`config.mk`:
```
export PLATFORM = sky130hd
export DESIGN_NAME = bbm_front
export DESIGN_NICKNAME = d
export VERILOG_FILES = /design/src/hdl/box_blur_3x3_edge_mean_assert.svh /design/src/hdl/bbm_pkg.sv /design/src/hdl/bbm_front.sv
export SDC_FILE = /design/constraint.sdc
export NUM_CORES = 1
export LEC_CHECK = 0
export ABC_AREA = 0
export BUFFER_PORTS_ARGS = -buffer_cell sky130_fd_sc_hd__clkbuf_2
export CAP_MARGIN = 20
export CORE_UTILIZATION = 35
export CTS_CLUSTER_DIAMETER = 120
export DETAILED_ROUTE_END_ITERATION = 7
export PLACE_DENSITY = 0.52
export SLEW_MARGIN = 0
export SYNTH_ARGS = -nofsm -noshare
export SYNTH_HDL_FRONTEND = slang
export SYNTH_SLANG_ARGS = --single-unit
```
`constraint.sdc`:
```
create_clock -name clock -period 7.75 [get_ports clock]
set_input_delay 1.55 -clock clock [delete_from_list [all_inputs] [get_ports clock]]
set_output_delay 1.55 -clock clock [all_outputs]
set_load 0.005 [all_outputs]
```
`src/hdl/box_blur_3x3_edge_mean_assert.svh`:
```
// Assertion macros for the 3x3 box blur block.
`ifndef BOX_BLUR_3X3_EDGE_MEAN_ASSERT_SVH
`define BOX_BLUR_3X3_EDGE_MEAN_ASSERT_SVH
`ifndef SYNTHESIS
// Checked while out of reset; clock and reset are named clock and reset.
`define BBM_ASSERT(label, prop) \
   label: assert property (@(posedge clock) disable iff (reset) prop) \
      else $error("bbm assertion failed");
// Checked at every edge, reset included.
`define BBM_ASSERT_ALL(label, prop) \
   label: assert property (@(posedge clock) prop) \
      else $error("bbm assertion failed");
`else
`define BBM_ASSERT(label, prop)
`define BBM_ASSERT_ALL(label, prop)
`endif
`endif

```
`src/hdl/bbm_pkg.sv`:
```
// Shared types, constants and functions of the 3x3 box blur.
`timescale 1ns / 1ps
package bbm_pkg;
   localparam int MAX_WIDTH  = 1024;
   localparam int MAX_HEIGHT = 4096;
   localparam int COL_W      = $clog2(MAX_WIDTH);
   localparam int ROW_W      = $clog2(MAX_HEIGHT + 1);
   localparam int FW_W       = 11;
   localparam int FH_W       = 13;
   localparam int PIX_W      = 24;
   localparam int OPQ_DEPTH  = 4;
   localparam int OUT_DEPTH  = 8;
   localparam int RECIP_W    = 17;
   localparam int SUM_W      = 12;

   localparam logic       REQ_PIXEL        = 1'b0;
   localparam logic       REQ_DRAIN        = 1'b1;
   localparam logic [0:0] CSR_FRAME_WIDTH  = 1'b0;
   localparam logic [0:0] CSR_FRAME_HEIGHT = 1'b1;

   typedef struct packed {
      logic [PIX_W-1:0] pixel;
      logic [COL_W-1:0] col;
      logic             has_res;
      logic             left_ok;
      logic             right_ok;
      logic             top_ok;
      logic             bot_ok;
      logic             row_end;
      logic             frame_end;
   } op_type;

   typedef struct packed {
      logic [7:0] red;
      logic [7:0] green;
      logic [7:0] blue;
      logic       row_end;
      logic       frame_end;
   } res_type;

   typedef struct packed {
      logic [$clog2(OUT_DEPTH+1)-1:0] pend_cnt;
      logic [$clog2(OUT_DEPTH+1)-1:0] fifo_cnt;
   } status_type;

   // ceil(2^16 / n) for the neighbor counts that can occur
   function automatic logic [RECIP_W-1:0] recip(input logic [3:0] n);
      logic [RECIP_W-1:0] m;
      case (n)
         4'd2:    m = 17'd32768;
         4'd3:    m = 17'd21846;
         4'd4:    m = 17'd16384;
         4'd6:    m = 17'd10923;
         4'd9:    m = 17'd7282;
         default: m = 17'd65536;
      endcase
      return m;
   endfunction
endpackage

```
`src/hdl/bbm_front.sv`:
```
// Front end: frame position tracking, item classification and op queue.
`timescale 1ns / 1ps
module bbm_front (
   input  logic                      clock,
   input  logic                      reset,
   input  logic [bbm_pkg::FW_W-1:0]  frame_width,
   input  logic [bbm_pkg::FH_W-1:0]  frame_height,
   input  logic                      restart,
   input  logic                      req_push,
   output logic                      req_full,
   input  logic                      req_type,
   input  logic [7:0]                req_in_red,
   input  logic [7:0]                req_in_green,
   input  logic [7:0]                req_in_blue,
   output logic                      op_valid,
   output bbm_pkg::op_type           op,
   input  logic                      op_pop
);
   localparam int QPW = $clog2(bbm_pkg::OPQ_DEPTH);
   localparam int QCW = $clog2(bbm_pkg::OPQ_DEPTH + 1);

   logic [bbm_pkg::COL_W-1:0] in_col_ff, in_col_in;
   logic [bbm_pkg::ROW_W-1:0] in_row_ff, in_row_in;
   logic                      pend_ff, pend_in;
   bbm_pkg::op_type           q_ff [0:bbm_pkg::OPQ_DEPTH-1];
   logic [QPW-1:0]            wr_ptr_ff, rd_ptr_ff;
   logic [QCW-1:0]            cnt_ff;

   logic accept, is_drain, frame_done, q_full, adv_go, x0;
   logic [bbm_pkg::ROW_W-1:0] orow;
   logic [bbm_pkg::FW_W-1:0]  ocol, col_inc;
   bbm_pkg::op_type           adv;

   assign q_full     = (cnt_ff == QCW'(bbm_pkg::OPQ_DEPTH));
   assign req_full   = pend_ff | q_full;
   assign accept     = req_push & ~req_full;
   assign is_drain   = (req_type == bbm_pkg::REQ_DRAIN);
   assign frame_done = (in_row_ff >= frame_height);
   assign adv_go     = pend_ff ? ~q_full : (accept & (is_drain == frame_done));

   always_comb begin
      x0      = (in_col_ff == '0);
      orow    = x0 ? in_row_ff - 13'd2 : in_row_ff - 13'd1;
      ocol    = x0 ? frame_width - 11'd1 : {1'b0, in_col_ff} - 11'd1;
      col_inc = {1'b0, in_col_ff} + 11'd1;
      adv.pixel     = (pend_ff | is_drain) ? '0 : {req_in_red, req_in_green, req_in_blue};
      adv.col       = in_col_ff;
      adv.has_res   = x0 ? (in_row_ff >= 13'd2) : (in_row_ff >= 13'd1);
      adv.left_ok   = x0 ? (frame_width >= 11'd2) : (in_col_ff >= 10'd2);
      adv.right_ok  = ~x0;
      adv.top_ok    = (orow != '0);
      adv.bot_ok    = ({1'b0, orow} + 14'd1) < {1'b0, frame_height};
      adv.row_end   = ((ocol + 11'd1) == frame_width);
      adv.frame_end = adv.row_end && (({1'b0, orow} + 14'd1) == {1'b0, frame_height});
   end

   always_comb begin
      in_col_in = in_col_ff;
      in_row_in = in_row_ff;
      pend_in   = pend_ff;
      if (restart) begin
         in_col_in = '0;
         in_row_in = '0;
         pend_in   = 1'b0;
      end else if (adv_go) begin
         // a drain on a one-row frame first steps over a position with no result
         pend_in = ~pend_ff & is_drain & ~adv.has_res;
         if (adv.has_res && adv.frame_end) begin
            in_col_in = '0;
            in_row_in = '0;
         end else if (col_inc >= frame_width) begin
            in_col_in = '0;
            in_row_in = in_row_ff + 13'd1;
         end else begin
            in_col_in = col_inc[bbm_pkg::COL_W-1:0];
         end
      end
   end

   always_ff @(posedge clock) begin
      if (reset) begin
         in_col_ff <= '0;
         in_row_ff <= '0;
         pend_ff   <= 1'b0;
         wr_ptr_ff <= '0;
         rd_ptr_ff <= '0;
         cnt_ff    <= '0;
      end else begin
         in_col_ff <= in_col_in;
         in_row_ff <= in_row_in;
         pend_ff   <= pend_in;
         if (adv_go) begin
            wr_ptr_ff <= wr_ptr_ff + 1'b1;
         end
         if (op_pop) begin
            rd_ptr_ff <= rd_ptr_ff + 1'b1;
         end
         cnt_ff <= cnt_ff + QCW'(adv_go) - QCW'(op_pop);
      end
   end

   always_ff @(posedge clock) begin
      if (adv_go) begin
         q_ff[wr_ptr_ff] <= adv;
      end
   end

   assign op_valid = (cnt_ff != '0);
   assign op       = q_ff[rd_ptr_ff];
endmodule

```
## Yosys cells after proc, flatten, opt, wreduce, memory -nomap -nowiden

Memories as Yosys holds them, arrays and structs flattened. A register that Yosys moved wholly into a read port is not among the register bits.
Index checks and enable logic that the tools add are counted.

| word-level totals | value |
|---|---|
| bits in registers | 31 |
| input bits | 54 |
| output and inout bits | 43 |
| logic and storage cells | 63 |
| memories kept | 1 |
| memory bits (writable) | 164 |

Memory list:

| name | words | width | read ports | clocked after memory_dff | write ports | RTL line | source |
|---|---|---|---|---|---|---|---|
| q_ff | 4 | 41 | 1 | 1 | 1 | bbm_front.sv:25 | `bbm_pkg::op_type q_ff [0:bbm_pkg::OPQ_DEPTH-1];` |

| cells by class | value |
|---|---|
| reduce and logical (&&, ||, !) cells | 8 |
| multiplexer cells | 14 |
| equality and inequality tests | 4 |
| order comparisons | 7 |
| bitwise logic cells | 11 |
| $add $sub $neg | 12 |

Operator list:

| operator | number |
|---|---|
| 2-to-1 mux 13 bit | 3 |
| 2-to-1 mux 24 bit | 1 |
| 2-to-1 mux 10 bit | 2 |
| adder 13 x 1 -> 14 bit, second input constant | 1 |
| == test 14 x 13 -> 1 bit | 1 |
| < comparator 14 x 13 -> 1 bit | 1 |
| adder 13 x 1 -> 13 bit, second input constant | 1 |
| greater-or-equal comparator 13 x 1 -> 1 bit, second input constant | 1 |
| greater-or-equal comparator 13 bit | 1 |
| greater-or-equal comparator 13 x 2 -> 1 bit, second input constant | 1 |
| nonzero test 13 bit | 1 |
| subtractor 13 x 1 -> 13 bit, second input constant | 1 |
| subtractor 13 x 2 -> 13 bit, second input constant | 1 |
| adder 10 x 1 -> 11 bit, second input constant | 1 |
| adder 11 x 1 -> 11 bit, second input constant | 1 |
| == test 11 bit | 1 |
| greater-or-equal comparator 11 bit | 1 |
| greater-or-equal comparator 11 x 2 -> 1 bit, second input constant | 1 |
| 2-to-1 mux 11 bit | 1 |
| subtractor 10 x 1 -> 11 bit, second input constant | 1 |
| subtractor 11 x 1 -> 11 bit, second input constant | 1 |
| greater-or-equal comparator 10 x 2 -> 1 bit, second input constant | 1 |
| logical NOT 10 bit | 1 |
| 2-to-1 mux 1 bit | 5 |
| 14 further kinds | 25 |

## Longest topological paths before layout

Gate-level depths: netlist (run 1).

| depth | value |
|---|---|
| depth after elaboration | 8 |
| depth in mapped cells | 27 |
| depth with buffers taken out | 23 |

## Worst setup path after synthesis (run 1)

Ideal clock, no wire load.

| path | value |
|---|---|
| kind | register -> register |
| start | reg in_col_ff[1] in the netlist's numbering |
| end | reg in_row_ff[11] in the netlist's numbering |
| required time | 7.618 ns |
| data arrival time | 5.210 ns |
| setup time | 0.132 ns |
| clock period less this slack | 5.342 ns |
| cell stages (with the launch flop) | 27 |
| slack | 2.408 ns |
| cells stage by stage | dfxtp_1 clkbuf_1 inv_1 ha_1 or4b_1 buf_2 nor3_2 buf_4 buf_2 xnor2_1 ha_1 and3_1 or3b_1 or3_1 mux2i_1 a31oi_1 xnor2_1 ha_1 and4_1 nand4_1 nor3_1 o211a_1 o2111ai_1 buf_2 buf_4 o21ai_0 a21oi_1 |

| between the ends | value |
|---|---|
| word-level cells in the longest chain between the ends | 8 |
| elaborated cells on any way between the ends | 16 |

RTL lines:

| what | RTL line | source |
|---|---|---|
| start, declared | bbm_front.sv:22 | `logic [bbm_pkg::COL_W-1:0] in_col_ff, in_col_in;` |
| start signal, assigned | bbm_front.sv:89 | `in_col_ff <= in_col_in;` |
| subtractor 10 x 1 -> 11 bit or logical NOT 10 bit (tied branches) | bbm_front.sv:44, bbm_front.sv:42 |  |
| 2-to-1 mux 11 bit or 2-to-1 mux 13 bit (tied branches) | bbm_front.sv:44, bbm_front.sv:43 |  |
| adder 11 x 1 -> 11 bit or adder 13 x 1 -> 14 bit (tied branches) | bbm_front.sv:53, bbm_front.sv:54 |  |
| == test 11 bit or == test 14 x 13 -> 1 bit (tied branches) | bbm_front.sv:53, bbm_front.sv:54 |  |
| logical AND 1 bit | bbm_front.sv:54 | `adv.frame_end = adv.row_end && (({1'b0, orow} + 14'd1) == {1'b0, frame_height});` |
| logical AND 1 bit | bbm_front.sv:68 | `if (adv.has_res && adv.frame_end) begin` |
| nonzero test 2 bit (no source line) | - |  |
| AND reduction 2 bit (no source line) | - |  |
| end signal, assigned | bbm_front.sv:90 | `in_row_ff <= in_row_in;` |
| end, declared | bbm_front.sv:23 | `logic [bbm_pkg::ROW_W-1:0] in_row_ff, in_row_in;` |

Several ways; a longest one is shown, not always the timed one.
A chain may end at the register's enable or synchronous reset.

## Worst setup path in the final report (run 1)

| path | value |
|---|---|
| start | reg in_col_ff[0] in the netlist's numbering |
| end | reg in_row_ff[2] in the netlist's numbering |

Same word-level chain as after synthesis.

==> results of run 1 <==
[layout make-up]
cell class	count	share of cell area, %
multi-input cells	595	39.3
flip-flops and latches	197	45.6
well taps	390	3.98
clock inverters	11	0.899
clock buffers	21	3.93
inverters	45	1.38
repair buffers	112	4.90
[kinds of logic (layout without fill, tap and decap cells)]
| logic type | Yosys count | count (layout) |
|---|---|---|
| AO/OA/AOI/OAI | 149 | 149 |
| flip-flops | 197 | 197 |
| buffers and inverters | 105 | 189 |
| multiplexers | 49 | 49 |
| XOR/XNOR | 49 | 49 |
| AND/OR/NAND/NOR | 290 | 290 |
| adder cells (fa/ha/maj) | 58 | 58 |
[power by group through the flow]
stage | registers, W | logic, W | clock network, W
finish | 0.00120 | 0.000352 | 0.000869
global route | 0.00121 | 0.000390 | 0.000932
CTS | 0.00120 | 0.000359 | 0.000891
detailed placement | 0.00123 | 0.000357 | 0
global placement | 0.00123 | 0.000359 | 0
floorplan | 0.00122 | 0.000233 | 0
[worst reg2reg max path, delay by kind of cell, from the launching register on]
| kind | cells | cell delay, ps |
|---|---|---|
| AOI/OAI and AO/OA | 5 | 850 |
| xor gates and xnor gates | 1 | 140 |
| adders and majority gates | 3 | 720 |
| buffers and inverters | 3 | 800 |
| DFF | 1 | 440 |
| muxes | 1 | 140 |
| and+or+nand+nor | 9 | 2810 |
[routing by layer]
metal	track usage [%]	up-vias
li1	-	3539
met1	23.0	3596
met2	27.4	198
met3	2.83	15
met4	3.53	0
met5	0	-
[worst max path at each step]
stage / from / to / depth (start not counted)
after global routing: in_col_ff[0] / in_row_ff[2] / 22
final: in_col_ff[0] / in_row_ff[2] / 22
after CTS: in_col_ff[0] / in_row_ff[2] / 22
after detailed placement: in_col_ff[0] / in_row_ff[2] / 22
after floorplan: in_col_ff[1] / in_row_ff[11] / 26
after global placement: in_col_ff[0] / in_row_ff[2] / 22
[flip-flops by register name, summed over array words and instances (netlist names), named ones only]
name and count:
rd_ptr_ff 2, in_col_ff 10, pend_ff 1, q_ff 164
wr_ptr_ff 2, in_row_ff 13, cnt_ff 3
[metrics by stage]
stage	setup slack (ps)	std cells	instance area (um^2)	power, W	hold WS (ps)
global route	1360	1371	12200	0.00253	527
finish	1800	1371	12200	0.00242	501
floorplan	2410	897	10800	0.00146	455
detailed placement	1800	1339	11700	0.00158	494
global placement	1950	1339	11700	0.00158	489
CTS	1770	1371	12200	0.00245	503
[layout by cell type (no fill, tap or decap), types with 4 or more instances in the layout]
cell type	count
mux4_2	41
ha_1	57
inv_1	44
a41oi_1	5
o21a_1	11
nor3_1	18
nand3b_1	8
a31oi_1	14
nor2_1	39
a21o_1	11
xnor2_1	29
a211oi_1	5
and3_1	11
buf_4	16
or4_1	7
nor4_1	15
and2_1	26
nor3b_1	7
or2_2	5
clkbuf_2	96
and4_1	4
mux2i_1	7
o21ai_0	25
edfxtp_1	164
a21oi_1	34
nand4_1	19
xor2_1	20
nand2_1	54
nand2b_1	11
nand3_1	24
and2_2	4
or4b_1	4
o211ai_1	6
nor2b_1	15
dfxtp_1	31
inv_6	6
clkbuf_16	18
or3_1	9
==> flow_metrics.env, run 1 <==
export IMPL_status="finished clean"
export IMPL_ys_warn_count=0
export IMPL_crit_required_ps=8110
export IMPL_highest_layer="met4"
export IMPL_tightest_slew_ps=1060
export IMPL_rsz0062_at_grt="no"
export IMPL_antenna_cells=0
export IMPL_avgSynthCellArea_um2=12.0
export IMPL_crit_path_frequent_cell="ha_1"
export IMPL_dp_hpwl_um=17600
export IMPL_pwr_share_comb_pct=14.5
export IMPL_m1WireLength_um=12100
export IMPL_postCtsHoldBufs=0
export IMPL_p_sw_share_pct=24.5
export IMPL_synth_xor_xnor_area_share_pct=3.97
export IMPL_coreArea_um2=30000
export IMPL_cp_arrival_ps=6310
export IMPL_nFillCells=2864
export IMPL_wl_met3_um=1110
export IMPL_synth_cell_types=66
export IMPL_clock_path_buffers=2
export IMPL_synthAdderAreaFrac_pct=6.79
export IMPL_die_width_um=178
export IMPL_slowest_delay_ps=650
export IMPL_period_minus_slack_ps=5950
export IMPL_path_max_fanout=29
export IMPL_drtIter0Drc=488
export IMPL_p_leak_nw=4.60
export IMPL_routed_via_density=5.36
export IMPL_area_growth_syn_to_layout_pct=13.4
export IMPL_grt_max_degree=42
export IMPL_crit_buf_inv=3
export IMPL_max_freq_mhz=168
export IMPL_start_util_pct=36.0
export IMPL_start_kind="flip-flop"
export IMPL_dieArea_um2=31600
export IMPL_pin_count=97
export IMPL_synth_largest_area_cell="edfxtp_1"
export IMPL_wl_um=25400
export IMPL_ys_ff_latch=197
export IMPL_end_kind="flip-flop"
export IMPL_post_cts_setup_buffers=0
export IMPL_synth_async_reset_ratio_pct=0
export IMPL_synthSimpleGateAreaFrac_pct=15.1
export IMPL_synth_top_family_by_area="simple AND/OR/NAND/NOR gates"
export IMPL_p_clk_share_pct=35.9
export IMPL_avgRoutedWirePerCell_um=18.5
export IMPL_gr_usage_all_layers_pct=16.7
export IMPL_worstHoldPathType="reg -> reg"
export IMPL_clkSlewWorstSetupHoldPaths_ps=80
export IMPL_fin_nets=1080
export IMPL_multi_input_area_um2=4810
export IMPL_die_height_um=178
export IMPL_switchingPower_w=0.000593
export IMPL_cts_resized=0
export IMPL_worst_path_max_delay_cell="or4b_1"
export IMPL_overflow=0
export IMPL_htreeDepth=4
export IMPL_power_density_nw_per_um2=198
export IMPL_synth_cells=897
export IMPL_power_internal_w=0.00183
export IMPL_clock_sinks=197
export IMPL_finalMaxSlewViolations=0
export IMPL_ir_worst_vdd_v=0.000144
export IMPL_drc=0
export IMPL_worstRegToRegCells=22
export IMPL_relSlewSlack_pct=29.5
export IMPL_drtAntennaViolNets=0
export IMPL_muxShareOfSynthArea_pct=9.30
export IMPL_ys_flop_type="edfxtp_1"
export IMPL_clk_latency_ps=430
export IMPL_critPathKind="reg -> reg"
export IMPL_num_vias=7348
export IMPL_cts_made_buffers=17
export IMPL_grt_pass1_wl_um=40100
export IMPL_seq_area_um2=5590
export IMPL_min_from="wr_ptr_ff[1]"
export IMPL_setup_tns_ps=0
export IMPL_ys_top_cells_by_area="edfxtp_1 (46%), mux4_2 (8.5%), ha_1 (6.6%), dfxtp_1 (6.1%), xnor2_1 (2.4%)"
export IMPL_period_share_pct=76.8
export IMPL_syn_num_nets=1009
export IMPL_first_global_vias=7159
export IMPL_cts_tree="built"
export IMPL_synth_compound_gate_area_share_pct=9.24
export IMPL_cp_cell_sequence="inv_1, ha_1, or4b_1, nor3_2, inv_1, a21oi_1, ha_1, and3_1, or3b_1, or3_1, mux2i_1, a31oi_1, xnor2_1, ha_1, and4_1, nand4_1, nor3_1, o211a_1, o2111ai_2, buf_4, or4b_1, a31oi_1"
export IMPL_ys_seq_area_share_pct=51.7
export IMPL_r2r_setup_slack_ps=1800
export IMPL_r2r_start="in_col_ff[0]"
export IMPL_routabilityCongestion=0.828
export IMPL_port_buffers=96
export IMPL_synth_most_common_cell="edfxtp_1"
export IMPL_row_count=63
export IMPL_path_delay_family="simple AND/OR/NAND/NOR gates"
export IMPL_antenna_found_initial=0
export IMPL_syn_area_um2=10800
export IMPL_fin_skew_ps=16.4
export IMPL_min_path_cells=2
export IMPL_rr_endpoint="in_row_ff[2]"
export IMPL_setup_viol=0
export IMPL_synth_edf_count=164
export IMPL_cts_root_buf="clkbuf_16"
export IMPL_ys_top_cells_by_count="edfxtp_1 (164), ha_1 (57), nand2_1 (54), inv_1 (44), mux4_2 (41)"
export IMPL_synth_top_area_share_pct=45.6
export IMPL_worst_hold_path_endpoint="wr_ptr_ff[1]"
export IMPL_met2WireLength_um=12100
export IMPL_hold_viol_final=0
export IMPL_fin_util_pct=40.8
export IMPL_firstDrtPassIters=5
export IMPL_seqPwrFrac_pct=49.6
export IMPL_drv_cap=0
export IMPL_drive_above_1_share_pct=20.7
No activity file was read; power rests on OpenSTA's default activity.
==> run 2: changes to the inputs <==
--- a/config.mk
+++ b/config.mk
@@ -11,7 +11,7 @@
 export CORE_UTILIZATION = 35
 export CTS_CLUSTER_DIAMETER = 120
 export DETAILED_ROUTE_END_ITERATION = 7
-export PLACE_DENSITY = 0.52
+export PLACE_DENSITY = 0.54
 export SLEW_MARGIN = 0
 export SYNTH_ARGS = -nofsm -noshare
 export SYNTH_HDL_FRONTEND = slang
==> constraint.sdc (replaced) <==
create_clock -name clock -period 5.4 [get_ports clock]
set_input_delay 1.08 -clock clock [delete_from_list [all_inputs] [get_ports clock]]
set_output_delay 1.08 -clock clock [all_outputs]
set_load 0.005 [all_outputs]
==> run 2 against run 1 <==
Setup slack lost 1500 ps. Clock skew shrank 3.0 ps. Count of clock-buffer cells in the layout shrank 4. Critical path depth shrank 4. Sequential power grew 44%. Fmax grew 16%. Register-to-register slack lost 1500 ps. Clock power grew 46%. Global-route usage grew 0.11 points. Routed wire length grew 1.8%. Hold slack gained 16 ps. Critical endpoint unchanged. Largest cell class unchanged.
==> flow_metrics.env, run 2 (synthesized netlist as in run 1, its figures left out) <==
export IMPL_path_delay_family="simple AND/OR/NAND/NOR gates"
export IMPL_firstDrtPassIters=5
export IMPL_first_global_vias=7403
export IMPL_reg_top3="q_ff x164, in_row_ff x13, in_col_ff x10"
export IMPL_wl_um=25900
export IMPL_antenna_cells=0
export IMPL_cp_cell_sequence="inv_1, ha_1, or4b_4, nor3_4, buf_6, mux2i_1, ha_1, or4b_1, nand2b_1, a211o_1, and3_4, or4b_1, nand4_1, nand4_1, o2111ai_4, buf_12, or4b_1, a31oi_1"
export IMPL_tightest_slew_ps=884
export IMPL_coreArea_um2=30000
export IMPL_setup_tns_ps=0
export IMPL_gr_usage_all_layers_pct=16.8
export IMPL_hold_ws_ps=517
export IMPL_nFillCells=2854
export IMPL_min_from="wr_ptr_ff[1]"
export IMPL_drive_above_1_share_pct=24.0
export IMPL_fin_nets=1109
export IMPL_clock_path_buffers=2
export IMPL_crit_required_ps=5760
export IMPL_fin_area_um2=12600
export IMPL_slowest_delay_ps=550
export IMPL_critPathKind="reg -> reg"
export IMPL_drtAntennaViolNets=0
export IMPL_final_common_cell="edfxtp_1"
export IMPL_grt_max_degree=42
export IMPL_htreeDepth=4
export IMPL_antenna_found_initial=0
export IMPL_start_kind="flip-flop"
export IMPL_place_area_um2=11900
export IMPL_clk_latency_ps=430
export IMPL_relSlewSlack_pct=41.1
export IMPL_grt_pass1_wl_um=40700
export IMPL_final_cell_mix="edfxtp_1 (164), clkbuf_2 (96), ha_1 (56), nand2_1 (54), inv_1 (44)"
export IMPL_avgRoutedWirePerCell_um=18.5
export IMPL_die_height_um=178
export IMPL_cp_arrival_ps=5500
export IMPL_regMostFlops="q_ff"
export IMPL_drc=0
export IMPL_crit_buf_inv=3
export IMPL_r2r_start="in_col_ff[0]"
export IMPL_crit_cells=18
export IMPL_multi_input_area_um2=4870
export IMPL_port_buffers=96
export IMPL_cts_tree="built"
export IMPL_p_leak_nw=4.81
export IMPL_cp_startpoint="in_col_ff[0]"
export IMPL_cts_made_buffers=17
export IMPL_clkSlewWorstSetupHoldPaths_ps=80
export IMPL_worstHoldPathType="reg -> reg"
export IMPL_setup_viol=0
export IMPL_row_count=63
export IMPL_clock_sinks=197
export IMPL_fin_util_pct=42.0
export IMPL_area_growth_syn_to_layout_pct=16.8
export IMPL_dp_hpwl_um=18100
export IMPL_cts_root_buf="clkbuf_16"
export IMPL_largest_reg_flops=164
export IMPL_die_width_um=178
export IMPL_worstRegToRegCells=18
export IMPL_power_density_nw_per_um2=278
export IMPL_path_max_fanout=16
export IMPL_period_minus_slack_ps=5140
export IMPL_drv_cap=0
export IMPL_period_share_pct=95.1
export IMPL_num_vias=7520
export IMPL_status="finished clean"
export IMPL_ir_worst_vdd_v=0.000186
export IMPL_dieArea_um2=31600
export IMPL_finalMaxSlewViolations=0
export IMPL_drtIter0Drc=430
export IMPL_crit_path_frequent_cell="or4b_1"
export IMPL_overflow=0
export IMPL_max_freq_mhz=195
export IMPL_min_path_cells=2
export IMPL_hold_viol_final=0
export IMPL_routabilityCongestion=0.845
export IMPL_worst_path_max_delay_cell="or4b_1"
export IMPL_pin_count=97
export IMPL_end_kind="flip-flop"
export IMPL_seq_area_um2=5590
export IMPL_routed_via_density=5.37
export IMPL_start_util_pct=36.0
export IMPL_fin_skew_ps=13.4
==> run 2: repair_timing <==
action | 4_1_cts | 5_1_grt
hold buffers | 0 | 0
buffers inserted | 0 | 1
resized for setup | 0 | 13
endpoints found under the setup margin | 0 | 23
==> run 2: per-layer routing <==
layer | GRT usage [%] | share of wire, % | up-vias
met5 | 0 | 0 | -
met1 | 23.2 | 48 | 3711
met2 | 27.0 | 47 | 174
li1 | - | - | 3612
met3 | 3.38 | 4.7 | 23
met4 | 3.81 | 1.1 | 0
==> run 2: stage by stage <==
step	std cells	worst slack (ps)	total power, W
floorplan	897	57.6	0.00209
global placement	1365	267	0.00228
detailed placement	1365	116	0.00228
CTS	1397	74.8	0.00354
global route	1400	-8.01	0.00366
finish	1400	262	0.00351
==> run 2: final timing paths <==
kind	to	slack [ps]
min	wr_ptr_ff[1]	520
max	in_row_ff[2]	260
min reg2reg	wr_ptr_ff[1]	520
max reg2reg	in_row_ff[2]	260
==> run 2: layout make-up <==
cell class              count  area share [%]
well taps                 390            3.87
repair buffers            141            7.19
clock buffers              17            3.37
clock inverters            15            1.37
flip-flops and latches    197            44.3
multi-input cells         595            38.6
inverters                  45            1.34
==> run 2: worst min-delay path, stage by stage, from the launching register on <==
cell	delay, ps
dfxtp_1	350
nand2_1	70
a21oi_1	60
==> run 2: where the power goes <==
part	total (W)	internal, W	switching [W]
Combinational	0.000509	0.000235	0.000274
Clock	0.00127	0.000696	0.000570
Sequential	0.00173	0.00170	0.0000293
